$ cat config.mk
export PLATFORM = sky130hd
export DESIGN_NAME = serial_frame_checksum_receiver
export DESIGN_NICKNAME = d
export VERILOG_FILES = /design/src/design/sfcr_pkg.sv /design/src/design/sfcr_front.sv /design/src/design/sfcr_queue.sv /design/src/design/sfcr_back.sv /design/src/design/serial_frame_checksum_receiver.sv
export SDC_FILE = /design/constraint.sdc
export NUM_CORES = 1
export LEC_CHECK = 0
export BUFFER_PORTS_ARGS = -buffer_cell sky130_fd_sc_hd__buf_2
export CAP_MARGIN = 40
export CELL_PAD_IN_SITES_DETAIL_PLACEMENT = 0
export CELL_PAD_IN_SITES_GLOBAL_PLACEMENT = 2
export CORE_MARGIN = 4
export CORE_UTILIZATION = 51
export CTS_BUF_LIST = sky130_fd_sc_hd__clkbuf_8
export CTS_CLUSTER_SIZE = 12
export DETAILED_ROUTE_END_ITERATION = 8
export MAX_ROUTING_LAYER = met4
export PLACE_DENSITY_LB_ADDON = 0.1
export SKIP_CTS_REPAIR_TIMING = 1
export SKIP_LAST_GASP = 1
export SYNTH_ARGS = -nofsm -noshare
export SYNTH_HDL_FRONTEND = slang
export SYNTH_HIERARCHICAL = 1
export SYNTH_SLANG_ARGS = --single-unit
$ cat constraint.sdc
create_clock -name clk_i -period 24.5 [get_ports clk_i]
set_clock_uncertainty 0.05 [all_clocks]
set_input_delay 4.9 -clock clk_i [delete_from_list [all_inputs] [get_ports clk_i]]
set_output_delay 4.9 -clock clk_i [all_outputs]
set_load 0.01 [all_outputs]
$ cat src/design/sfcr_pkg.sv
`timescale 1ns / 1ps
// Shared constants and types of the serial frame checksum receiver.
package sfcr_pkg;

  localparam int unsigned BUF_LEN     = 64;
  localparam int unsigned CHANNELS    = 9;
  localparam int unsigned FRAME_LEN   = 4 * CHANNELS + 5;
  localparam int unsigned HIST_LEN    = FRAME_LEN - 1;
  localparam int unsigned CNT_W       = $clog2(BUF_LEN + 1);
  localparam int unsigned CH_W        = 4;
  localparam int unsigned IDX_W       = (CHANNELS > 1) ? $clog2(CHANNELS) : 1;
  localparam int unsigned QUEUE_DEPTH = 2;
  localparam int unsigned QPTR_W      = (QUEUE_DEPTH > 1) ? $clog2(QUEUE_DEPTH) : 1;
  localparam int unsigned QCNT_W      = $clog2(QUEUE_DEPTH + 1);

  localparam logic [7:0] HDR_B0 = 8'hFF;
  localparam logic [7:0] HDR_B1 = 8'h55;
  localparam logic [7:0] HDR_B2 = 8'hAA;
  localparam logic [7:0] HDR_B3 = 8'h10;

  localparam logic [31:0]       POS_MAX = 32'h7FFF_FFFF;
  localparam logic [CH_W-1:0]   LAST_CH = CH_W'(CHANNELS - 1);
  localparam logic [IDX_W-1:0]  LAST_IDX = IDX_W'(CHANNELS - 1);

  typedef logic [CHANNELS-1:0][31:0] frame_t;

  // Frame handed from the front to the queue.
  typedef struct packed {
    logic   valid;
    frame_t frame;
  } q_push_t;

  // Oldest queued frame as seen by the back part.
  typedef struct packed {
    logic   valid;
    frame_t frame;
  } q_head_t;

endpackage

$ cat src/design/sfcr_front.sv
`timescale 1ns / 1ps
// Byte front end: counts bytes, keeps the byte window and its sum, detects frames.
module sfcr_front (
  input  logic                clk_i,
  input  logic                rst_ni,
  input  logic                accept_i,
  input  logic [7:0]          rx_byte_i,
  output sfcr_pkg::q_push_t   push_o
);

  logic [sfcr_pkg::CNT_W-1:0] count_q, count_d;
  logic [7:0]                 sum_q, sum_d;
  logic [7:0]                 hist_q [sfcr_pkg::HIST_LEN];
  logic                       buf_full;
  logic                       hdr_hit;
  logic                       sum_ok;

  assign buf_full = count_q >= sfcr_pkg::CNT_W'(sfcr_pkg::BUF_LEN);
  // Incremented count covers a full frame when the old count is FRAME_LEN-1 or more.
  assign hdr_hit  = (count_q >= sfcr_pkg::CNT_W'(sfcr_pkg::FRAME_LEN - 1)) &&
                    (hist_q[0] == sfcr_pkg::HDR_B0) && (hist_q[1] == sfcr_pkg::HDR_B1) &&
                    (hist_q[2] == sfcr_pkg::HDR_B2) && (hist_q[3] == sfcr_pkg::HDR_B3);
  assign sum_ok   = sum_q == rx_byte_i;

  always_comb begin
    count_d = count_q;
    sum_d   = sum_q;
    if (accept_i) begin
      if (buf_full) begin
        count_d = '0;
      end else begin
        count_d = hdr_hit ? '0 : count_q + 1'b1;
        sum_d   = sum_q - hist_q[0] + rx_byte_i;
      end
    end
  end

  always_comb begin
    push_o.valid = accept_i && !buf_full && hdr_hit && sum_ok;
    for (int i = 0; i < sfcr_pkg::CHANNELS; i++) begin
      push_o.frame[i] = {hist_q[4 + 4 * i], hist_q[5 + 4 * i],
                         hist_q[6 + 4 * i], hist_q[7 + 4 * i]};
    end
  end

  always_ff @(posedge clk_i or negedge rst_ni) begin
    if (!rst_ni) begin
      count_q <= '0;
      sum_q   <= '0;
    end else begin
      count_q <= count_d;
      sum_q   <= sum_d;
    end
  end

  // Window starts at zero so that the running sum matches its contents.
  always_ff @(posedge clk_i or negedge rst_ni) begin
    if (!rst_ni) begin
      for (int i = 0; i < sfcr_pkg::HIST_LEN; i++) begin
        hist_q[i] <= '0;
      end
    end else if (accept_i && !buf_full) begin
      for (int i = 0; i < sfcr_pkg::HIST_LEN - 1; i++) begin
        hist_q[i] <= hist_q[i + 1];
      end
      hist_q[sfcr_pkg::HIST_LEN - 1] <= rx_byte_i;
    end
  end

endmodule

$ cat src/design/sfcr_queue.sv
`timescale 1ns / 1ps
// Short frame queue between the byte front end and the result sequencer.
module sfcr_queue (
  input  logic              clk_i,
  input  logic              rst_ni,
  input  sfcr_pkg::q_push_t push_i,
  input  logic              pop_i,
  output sfcr_pkg::q_head_t head_o,
  output logic              full_o
);

  sfcr_pkg::frame_t            mem_q [sfcr_pkg::QUEUE_DEPTH];
  logic [sfcr_pkg::QPTR_W-1:0] wr_ptr_q, wr_ptr_d;
  logic [sfcr_pkg::QPTR_W-1:0] rd_ptr_q, rd_ptr_d;
  logic [sfcr_pkg::QCNT_W-1:0] cnt_q, cnt_d;
  logic                        do_push;
  logic                        do_pop;

  assign full_o       = cnt_q == sfcr_pkg::QCNT_W'(sfcr_pkg::QUEUE_DEPTH);
  assign head_o.valid = cnt_q != '0;
  assign head_o.frame = mem_q[rd_ptr_q];
  assign do_push      = push_i.valid && !full_o;
  assign do_pop       = pop_i && head_o.valid;

  always_comb begin
    wr_ptr_d = wr_ptr_q;
    rd_ptr_d = rd_ptr_q;
    cnt_d    = cnt_q;
    if (do_push) begin
      wr_ptr_d = (wr_ptr_q == sfcr_pkg::QPTR_W'(sfcr_pkg::QUEUE_DEPTH - 1)) ?
                 '0 : wr_ptr_q + 1'b1;
    end
    if (do_pop) begin
      rd_ptr_d = (rd_ptr_q == sfcr_pkg::QPTR_W'(sfcr_pkg::QUEUE_DEPTH - 1)) ?
                 '0 : rd_ptr_q + 1'b1;
    end
    if (do_push && !do_pop) begin
      cnt_d = cnt_q + 1'b1;
    end else if (do_pop && !do_push) begin
      cnt_d = cnt_q - 1'b1;
    end
  end

  always_ff @(posedge clk_i or negedge rst_ni) begin
    if (!rst_ni) begin
      wr_ptr_q <= '0;
      rd_ptr_q <= '0;
      cnt_q    <= '0;
    end else begin
      wr_ptr_q <= wr_ptr_d;
      rd_ptr_q <= rd_ptr_d;
      cnt_q    <= cnt_d;
    end
  end

  always_ff @(posedge clk_i) begin
    if (do_push) begin
      mem_q[wr_ptr_q] <= push_i.frame;
    end
  end

endmodule

$ cat src/design/sfcr_back.sv
`timescale 1ns / 1ps
// Result sequencer: walks the channels of the oldest frame into the output register.
module sfcr_back (
  input  logic                        clk_i,
  input  logic                        rst_ni,
  input  sfcr_pkg::q_head_t           head_i,
  output logic                        pop_o,
  output logic                        out_valid_o,
  input  logic                        out_ready_i,
  output logic [sfcr_pkg::CH_W-1:0]   channel_o,
  output logic signed [31:0]          channel_value_o,
  output logic                        last_channel_o
);

  logic [sfcr_pkg::IDX_W-1:0] idx_q, idx_d;
  logic                       valid_q, valid_d;
  logic [sfcr_pkg::CH_W-1:0]  chan_q;
  logic [31:0]                value_q;
  logic                       last_q;
  logic                       load;
  logic                       is_last;
  logic [31:0]                word;
  logic [31:0]                mapped;

  // Refill the output register when it is empty or being taken.
  assign load    = head_i.valid && (!valid_q || out_ready_i);
  assign is_last = idx_q == sfcr_pkg::LAST_IDX;
  assign pop_o   = load && is_last;
  assign word    = head_i.frame[idx_q];
  assign mapped  = word[31] ? sfcr_pkg::POS_MAX - word : word;

  always_comb begin
    idx_d   = idx_q;
    valid_d = valid_q;
    if (load) begin
      valid_d = 1'b1;
      idx_d   = is_last ? '0 : idx_q + 1'b1;
    end else if (out_ready_i) begin
      valid_d = 1'b0;
    end
  end

  always_ff @(posedge clk_i or negedge rst_ni) begin
    if (!rst_ni) begin
      idx_q   <= '0;
      valid_q <= 1'b0;
    end else begin
      idx_q   <= idx_d;
      valid_q <= valid_d;
    end
  end

  always_ff @(posedge clk_i) begin
    if (load) begin
      chan_q  <= sfcr_pkg::CH_W'(idx_q);
      value_q <= mapped;
      last_q  <= is_last;
    end
  end

  assign out_valid_o     = valid_q;
  assign channel_o       = chan_q;
  assign channel_value_o = value_q;
  assign last_channel_o  = last_q;

endmodule

$ cat src/design/serial_frame_checksum_receiver.sv
`timescale 1ns / 1ps
// Top level of the serial frame checksum receiver.
// Input channel: in_valid_i / in_ready_o carry one received byte (rx_byte_i) per item.
// A byte is taken every cycle while the frame queue has room; ready drops only
// when two checked frames are queued and not yet walked out.
// Output channel: out_valid_o / out_ready_i carry one decoded channel per item:
// channel_o, channel_value_o (signed 16.16) and last_channel_o on the final one.
// When the checksum byte that closes a good frame is accepted, the frame enters the
// queue at that edge; its first result is loaded into the output register once that
// register is empty or being taken. The remaining channels follow one per cycle while
// the receiver takes them, set by the single output register the sequencer refills.
// Throughput: one byte per cycle on input while the queue has room; one result per
// cycle on output while the receiver takes them. A frame needs at least 4*CHANNELS+5
// bytes, so the back part keeps up with a steady byte stream unless the receiver stalls.
// Reset clears the byte count, the running sum, the byte window and the queue;
// no results are pending afterwards.
// A stalled receiver holds the current result; bytes keep flowing until the
// queue fills, then in_ready_o stays low until a frame has been drained.
module serial_frame_checksum_receiver (
  input  logic                        clk_i,
  input  logic                        rst_ni,
  input  logic                        in_valid_i,
  output logic                        in_ready_o,
  input  logic [7:0]                  rx_byte_i,
  output logic                        out_valid_o,
  input  logic                        out_ready_i,
  output logic [sfcr_pkg::CH_W-1:0]   channel_o,
  output logic signed [31:0]          channel_value_o,
  output logic                        last_channel_o
);

  sfcr_pkg::q_push_t push;
  sfcr_pkg::q_head_t head;
  logic              pop;
  logic              q_full;
  logic              accept;

  assign in_ready_o = !q_full;
  assign accept     = in_valid_i && in_ready_o;

  sfcr_front u_front (
    .clk_i     (clk_i),
    .rst_ni    (rst_ni),
    .accept_i  (accept),
    .rx_byte_i (rx_byte_i),
    .push_o    (push)
  );

  sfcr_queue u_queue (
    .clk_i  (clk_i),
    .rst_ni (rst_ni),
    .push_i (push),
    .pop_i  (pop),
    .head_o (head),
    .full_o (q_full)
  );

  sfcr_back u_back (
    .clk_i           (clk_i),
    .rst_ni          (rst_ni),
    .head_i          (head),
    .pop_o           (pop),
    .out_valid_o     (out_valid_o),
    .out_ready_i     (out_ready_i),
    .channel_o       (channel_o),
    .channel_value_o (channel_value_o),
    .last_channel_o  (last_channel_o)
  );

endmodule

==> results of run 1 <==
placed cells by master (no fill, tap or decap), types with 4 or more instances in the layout:
cell type   netlist  routed
nor2b_1           5       5
nand3_1           5       5
nand4_1           4       4
mux4_2           63      63
inv_1            41     111
clkinv_2          0      11
xor2_1           41      41
ha_1             13      13
dfrtp_1         344     340
clkinvlp_4        0       6
xnor2_1           8       8
o21ai_0          46      46
nor2_1           11       9
clkbuf_8          0     191
buf_4           293      26
fa_1              7       7
nand2_1         992     991
edfxtp_1        613     613
buf_12            0       7
mux2_4          200     200
mux2_2           90      90
buf_16            0      11
mux2i_1          34      34
buf_2            49      50
clkinv_1          0      13
o21ai_1           5       5
cells in the mapped netlist (4+ instances only):
cell type / instances
ha_1: 13
edfxtp_1: 613
inv_1: 41
nor2_1: 11
clkbuf_1: 48
nor2b_1: 5
nand3_1: 5
fa_1: 7
mux2_4: 200
o21ai_0: 46
buf_2: 49
buf_4: 293
nand2_1: 992
o21ai_1: 5
mux2_2: 90
xor2_1: 41
mux2i_1: 34
dfrtp_1: 344
mux4_2: 63
nand4_1: 4
buf_6: 30
xnor2_1: 8
layout make-up:
cell class	count	area (sq um)	area share (%)
clock inverter	108	510	1.17
sequential	957	27000	62.0
tap	1050	1310	3.01
timing repair buffer	95	903	2.07
multi-input combinational	1577	11100	25.4
inverter	41	154	0.353
clock buffer	191	2630	6.03
antenna	2	5.00	0.0115
cells by family after synthesis:
group,Yosys count
flops,957
fa+ha+maj,20
buf+inv,463
xor+xnor,49
compound gates,74
simple gates,1047
mux,387
power by group through the flow:
| stage | logic (mW) | clock network, mW | registers, mW |
|---|---|---|---|
| 2_1_floorplan | 0.243 | 0 | 1.91 |
| 3_3_place_gp | 0.188 | 0 | 1.95 |
| 3_5_place_dp | 0.199 | 0 | 1.95 |
| 4_1_cts | 0.200 | 1.39 | 1.92 |
| 5_1_grt | 0.228 | 1.47 | 1.93 |
| 6_report | 0.196 | 1.34 | 1.92 |
critical path: cells and delay by family:
| family | cells | cell delay, ns |
|---|---|---|
| buf+inv | 6 | 2.41 |
| simple gates | 6 | 1.51 |
path summary, 6_finish.rpt:
check / startpoint / to / slack [ns]
hold / removal: u_front/push_o[52] / u_queue/mem_q[1][52] / 0.43
setup / recovery: in_valid_i / u_queue/mem_q[0][154] / 15.83
hold reg to reg: u_front/push_o[52] / u_queue/mem_q[1][52] / 0.43
max in group asynchronous: rst_ni / u_back/idx_q[1] / 18.78
min in group asynchronous: rst_ni / u_front/count_q[2] / 4.08
setup reg to reg: u_queue/cnt_q[0] / u_queue/mem_q[0][154] / 19.29
sequential cells by signal, indices dropped and copies added, names as in the netlist, 2 cells and up:
signal and count:
u_back/channel_o 4, u_front/sum_q 8, u_front/hist_q 32, u_front/push_o 288
u_back/idx_q 4, u_queue/mem_q 576, u_queue/cnt_q 2, u_front/count_q 7
u_back/channel_value_o 32
stage by stage:
stage / cells / utilization [%] / power [mW] / setup WS [ns]
3_3_place_gp: 3705 / 50.4 / 2.13 / 14.88
2_1_floorplan: 2997 / - / 2.16 / 5.24
3_5_place_dp: 3720 / 50.9 / 2.15 / 14.99
4_1_cts: 4019 / 54.8 / 3.51 / 15.84
5_1_grt: 4020 / 54.8 / 3.63 / 15.50
6_report: 4021 / 54.8 / 3.46 / 15.83
routing by layer:
layer	GRT usage [%]	routed length, um
met5	-	0
met3	3.54	3200
met4	5.57	1350
met1	27.3	37800
met2	29.2	37200
==> flow_metrics.env, run 1 <==
export IMPL_switchingPower_uw=833
export IMPL_wirelength_um=79500
export IMPL_grt_pass1_wl_um=125000
export IMPL_synthToLayoutAreaGrowth_pct=5.93
export IMPL_synth_xor_area_share_pct=1.04
export IMPL_clock_path_buffers=3
export IMPL_synth_async_reset_ratio_pct=35.9
export IMPL_hold_path_class="reg2reg"
export IMPL_synth_area_sq_um=41200
export IMPL_routedWlPerCell_um=19.8
export IMPL_synthAdderAreaFrac_pct=0.735
export IMPL_finalHoldViolCount=0
export IMPL_ant_nets=0
export IMPL_worst_hold_slack_ns=0.433
export IMPL_fillers=6515
export IMPL_first_global_vias=21200
export IMPL_synth_top_family_by_area="multiplexers"
export IMPL_finalSetupViolations=0
export IMPL_worst_path_max_delay_cell="buf_12"
export IMPL_yosys_area_share_simple_pct=9.92
export IMPL_peakVddDrop_mv=0.0486
export IMPL_drive_above_1_share_pct=22.9
export IMPL_max_stage_delay_ns=0.71
export IMPL_min_period_ns=8.67
export IMPL_nNetsFinal=2863
export IMPL_synth_edff_count=613
export IMPL_clock_latency_ns=0.79
export IMPL_start_util_pct=51.8
export IMPL_synth_largest_area_cell="edfxtp_1"
export IMPL_cts_root_buffer="clkbuf_8"
export IMPL_drtIter0Drc=1311
export IMPL_syn_num_nets=3029
export IMPL_worst_setup_path_start_kind="input pin"
export IMPL_avgSynthCellArea_sq_um=13.7
export IMPL_crit_type="in2reg"
export IMPL_pin_count=51
export IMPL_viasPerCell=5.13
export IMPL_place_gp_congestion=0.744
export IMPL_p_clk_share_pct=38.8
export IMPL_grt_max_degree=167
export IMPL_grtUsageTotal_pct=19.4
export IMPL_core_sq_um=79500
export IMPL_cts_tree="built"
export IMPL_dr_pass1_iters=5
export IMPL_ys_flop_type="edfxtp_1"
export IMPL_ys_seq_area_share_pct=65.6
export IMPL_power_density_nw_per_um2=79.3
export IMPL_end_kind="register"
export IMPL_worstPathCellList="buf_2 -> nor2b_1 -> inv_1 -> nor2_4 -> buf_12 -> nand4_1 -> nor4_1 -> nand2_1 -> nor2_4 -> buf_12 -> buf_4 -> buf_16"
export IMPL_p_int_mw=2.62
export IMPL_yosysTopAreaCellShare_pct=44.7
export IMPL_rsz0062_at_grt="no"
export IMPL_maxSlewViolCount=0
export IMPL_drc=0
export IMPL_status="complete, no violations"
export IMPL_die_area_sq_um=85300
export IMPL_dpl_hpwl_um=45800
export IMPL_fmax_mhz=115
export IMPL_numCtsBuffers=159
export IMPL_seqPwrFrac_pct=55.5
export IMPL_synth_area_mux_share_pct=14.0
export IMPL_portBuffers=50
export IMPL_h_tree_depth=4
export IMPL_cap_viol_max_count=0
export IMPL_synth_seq_cells=957
export IMPL_p_leak_nw=18.3
export IMPL_synth_cell_type_count=54
export IMPL_syn_instance_count=2997
export IMPL_placed_cell_area_sq_um=40500
export IMPL_fin_area_sq_um=43600
export IMPL_die_w_um=292
export IMPL_finalCritPeriodShare_pct=35.4
export IMPL_critPathArrivalTime_ns=9.08
export IMPL_cp_required_ns=24.90
export IMPL_grt_remaining_overflow=0
export IMPL_yosysWarningCount=6
export IMPL_cts_sinks=957
export IMPL_combPwrFrac_pct=5.7
export IMPL_synth_compound_area_share_pct=1.07
export IMPL_worstMarginPinSlew_ns=1.13
export IMPL_die_y_um=292
export IMPL_r2r_cells=13
export IMPL_antenna_found_initial=2
export IMPL_synth_area_leaders="edfxtp_1 (45%), dfrtp_1 (21%), nand2_1 (9.0%)"
export IMPL_path_clk_slew_ns=0.06
export IMPL_swShare_pct=24.1
export IMPL_setup_tns_final_ns=0
export IMPL_core_rowCount=103
export IMPL_relSlewSlack_pct=25.0
export IMPL_cp_max_fo=166
export IMPL_whs_path_depth=0
export IMPL_vias=20600
Power figures use the tool's default switching activity.
==> run 2: changes to the inputs <==
--- a/config.mk
+++ b/config.mk
@@ -10,7 +10,7 @@
 export CELL_PAD_IN_SITES_DETAIL_PLACEMENT = 0
 export CELL_PAD_IN_SITES_GLOBAL_PLACEMENT = 2
 export CORE_MARGIN = 4
-export CORE_UTILIZATION = 51
+export CORE_UTILIZATION = 43
 export CTS_BUF_LIST = sky130_fd_sc_hd__clkbuf_8
 export CTS_CLUSTER_SIZE = 12
 export DETAILED_ROUTE_END_ITERATION = 8
==> constraint.sdc (replaced) <==
create_clock -name clk_i -period 7.9 [get_ports clk_i]
set_clock_uncertainty 0.05 [all_clocks]
set_input_delay 1.58 -clock clk_i [delete_from_list [all_inputs] [get_ports clk_i]]
set_output_delay 1.58 -clock clk_i [all_outputs]
set_load 0.01 [all_outputs]
==> run 2 against run 1 <==
First-iteration DRC count is 4.3% lower; clock power grew to 3.1 times the previous value; non-clock buffer count is 8 lower; design area is 0.19% higher; die area is 18% higher; worst setup slack worse by 13 ns; utilization is 8.9 points lower; clock-buffer cell count is 4 lower; combinational power grew to 3.1 times the previous value; total power grew to 3.1 times the previous value.
==> flow_metrics.env, run 2 (synthesized netlist as in run 1, its figures left out) <==
export IMPL_status="complete, no violations"
export IMPL_power_density_nw_per_um2=244
export IMPL_p_leak_nw=18.3
export IMPL_wl_met1_um=39800
export IMPL_finalPower_mw=10.7
export IMPL_worst_setup_path_start_kind="input pin"
export IMPL_cp_max_fo=112
export IMPL_cts_sinks=957
export IMPL_end_kind="register"
export IMPL_finalSetupViolations=0
export IMPL_wl_met3_um=3520
export IMPL_clock_path_buffers=3
export IMPL_path_depth=9
export IMPL_cp_required_ns=8.26
export IMPL_cts_root_buffer="clkbuf_8"
export IMPL_place_gp_congestion=0.740
export IMPL_critPathArrivalTime_ns=4.96
export IMPL_pin_count=51
export IMPL_min_period_ns=4.60
export IMPL_cts_tree="built"
export IMPL_wirelength_um=84100
export IMPL_placed_cell_area_sq_um=40600
export IMPL_path_delay_family="simple AND/OR/NAND/NOR gates"
export IMPL_rrSetupSlack_ns=3.42
export IMPL_routedWlPerCell_um=19.9
export IMPL_h_tree_depth=4
export IMPL_fillers=8504
export IMPL_die_w_um=317
export IMPL_worst_hold_slack_ns=0.435
export IMPL_most_common_layout_cells="nand2_1 (991), edfxtp_1 (613), dfrtp_1 (340), mux2_4 (200), clkbuf_8 (187)"
export IMPL_r2r_cells=10
export IMPL_worstPathCellList="buf_2 -> nor2b_1 -> inv_1 -> nor2_4 -> nand4_1 -> nor4_1 -> nand2_1 -> nor2_4 -> buf_12"
export IMPL_worstMarginPinSlew_ns=0.911
export IMPL_seqCellArea_sq_um=27000
export IMPL_fin_area_sq_um=43700
export IMPL_die_y_um=317
export IMPL_rsz0062_at_grt="no"
export IMPL_rr_endpoint="u_queue/mem_q[0][176]"
export IMPL_regMostFlops="u_queue/mem_q"
export IMPL_grt_pass1_wl_um=133000
export IMPL_clock_latency_ns=0.80
export IMPL_antenna_found_initial=5
export IMPL_maxSlewViolCount=0
export IMPL_path_buf_inv=3
export IMPL_peakVddDrop_mv=0.126
export IMPL_drive_above_1_share_pct=22.4
export IMPL_core_sq_um=95000
export IMPL_finalHoldViolCount=0
export IMPL_synthToLayoutAreaGrowth_pct=6.13
export IMPL_viasPerCell=4.91
export IMPL_met2_wirelength_um=39100
export IMPL_place_ws_ns=2.51
export IMPL_hold_path_class="reg2reg"
export IMPL_first_global_vias=22100
export IMPL_crit_end="u_queue/mem_q[0][176]"
export IMPL_numCtsBuffers=165
export IMPL_crit_type="in2reg"
export IMPL_dp_cells=3927
export IMPL_max_stage_delay_ns=0.63
export IMPL_dpl_hpwl_um=47400
export IMPL_relSlewSlack_pct=39.3
export IMPL_worstReg2RegStart="u_queue/cnt_q[0]"
export IMPL_final_cells=4235
export IMPL_worst_path_max_delay_cell="nor4_1"
export IMPL_cap_viol_max_count=0
export IMPL_grt_max_degree=176
export IMPL_grtUsageTotal_pct=17.5
export IMPL_portBuffers=50
export IMPL_setup_tns_final_ns=0
export IMPL_setup_ws_ns=3.30
export IMPL_crit_path_frequent_cell="nor2_4"
export IMPL_finalCritPeriodShare_pct=58.2
export IMPL_dr_pass1_iters=5
export IMPL_vias=20800
export IMPL_ant_nets=0
export IMPL_start_util_pct=43.3
export IMPL_fmax_mhz=218
export IMPL_drc=0
export IMPL_nNetsFinal=2861
export IMPL_drtIter0Drc=1255
export IMPL_final_common_cell="nand2_1"
export IMPL_largest_reg_flops=576
export IMPL_path_clk_slew_ns=0.06
export IMPL_core_rowCount=113
export IMPL_die_area_sq_um=101000
export IMPL_top_layer="met4"
export IMPL_setup_worst_path_start="in_valid_i"
export IMPL_grt_remaining_overflow=0
export IMPL_multi_input_area_sq_um=11100
export IMPL_fin_util_pct=46.0
==> run 2: changes by cell type in the layout (fill, tap and decap cells not counted), sizes merged <==
cell	before	now
buf	95	87
bufinv	1	0
clkbuf	191	187
clkinv	26	39
clkinvlp	6	3
diode	2	1
inv	116	119
==> run 2: worst min path at each step <==
| stage | from | end | slack (ns) | cells past startpoint |
|---|---|---|---|---|
| 3_3_place_gp | u_front/push_o[59] | u_queue/mem_q[1][59] | 0.42 | 0 |
| 2_1_floorplan | u_back/idx_q[3] | u_back/channel_o[3] | 0.37 | 0 |
| 4_1_cts | u_front/push_o[280] | u_queue/mem_q[1][280] | 0.44 | 0 |
| 3_5_place_dp | u_front/hist_q[298] | u_front/hist_q[306] | 0.43 | 2 |
| 5_1_grt | u_front/push_o[260] | u_queue/mem_q[1][260] | 0.45 | 0 |
| 6_report | u_front/push_o[74] | u_queue/mem_q[1][74] | 0.43 | 0 |
==> run 2: per-layer routing <==
metal,track usage (%),vias up
met1,23.9,10600
met4,5.13,0
met3,3.42,151
li1,-,9697
met2,26.8,367
met5,-,-
==> run 2: power by group <==
part | switching (mW) | internal (mW) | total, mW
logic | 0.381 | 0.218 | 0.599
registers | 0.269 | 5.69 | 5.95
clock network | 1.97 | 2.16 | 4.13
total | 2.62 | 8.06 | 10.7
==> run 2: final cells by class <==
class                           count  share of cell area [%]
Multi-Input combinational cell   1577                    25.4
Sequential cell                   957                    61.9
Tap cell                         1265                    3.62
Clock buffer                      187                    5.89
Timing Repair Buffer               87                    1.77
Antenna cell                        1                 0.00573
Clock inverter                    120                    1.15
Inverter                           41                   0.352
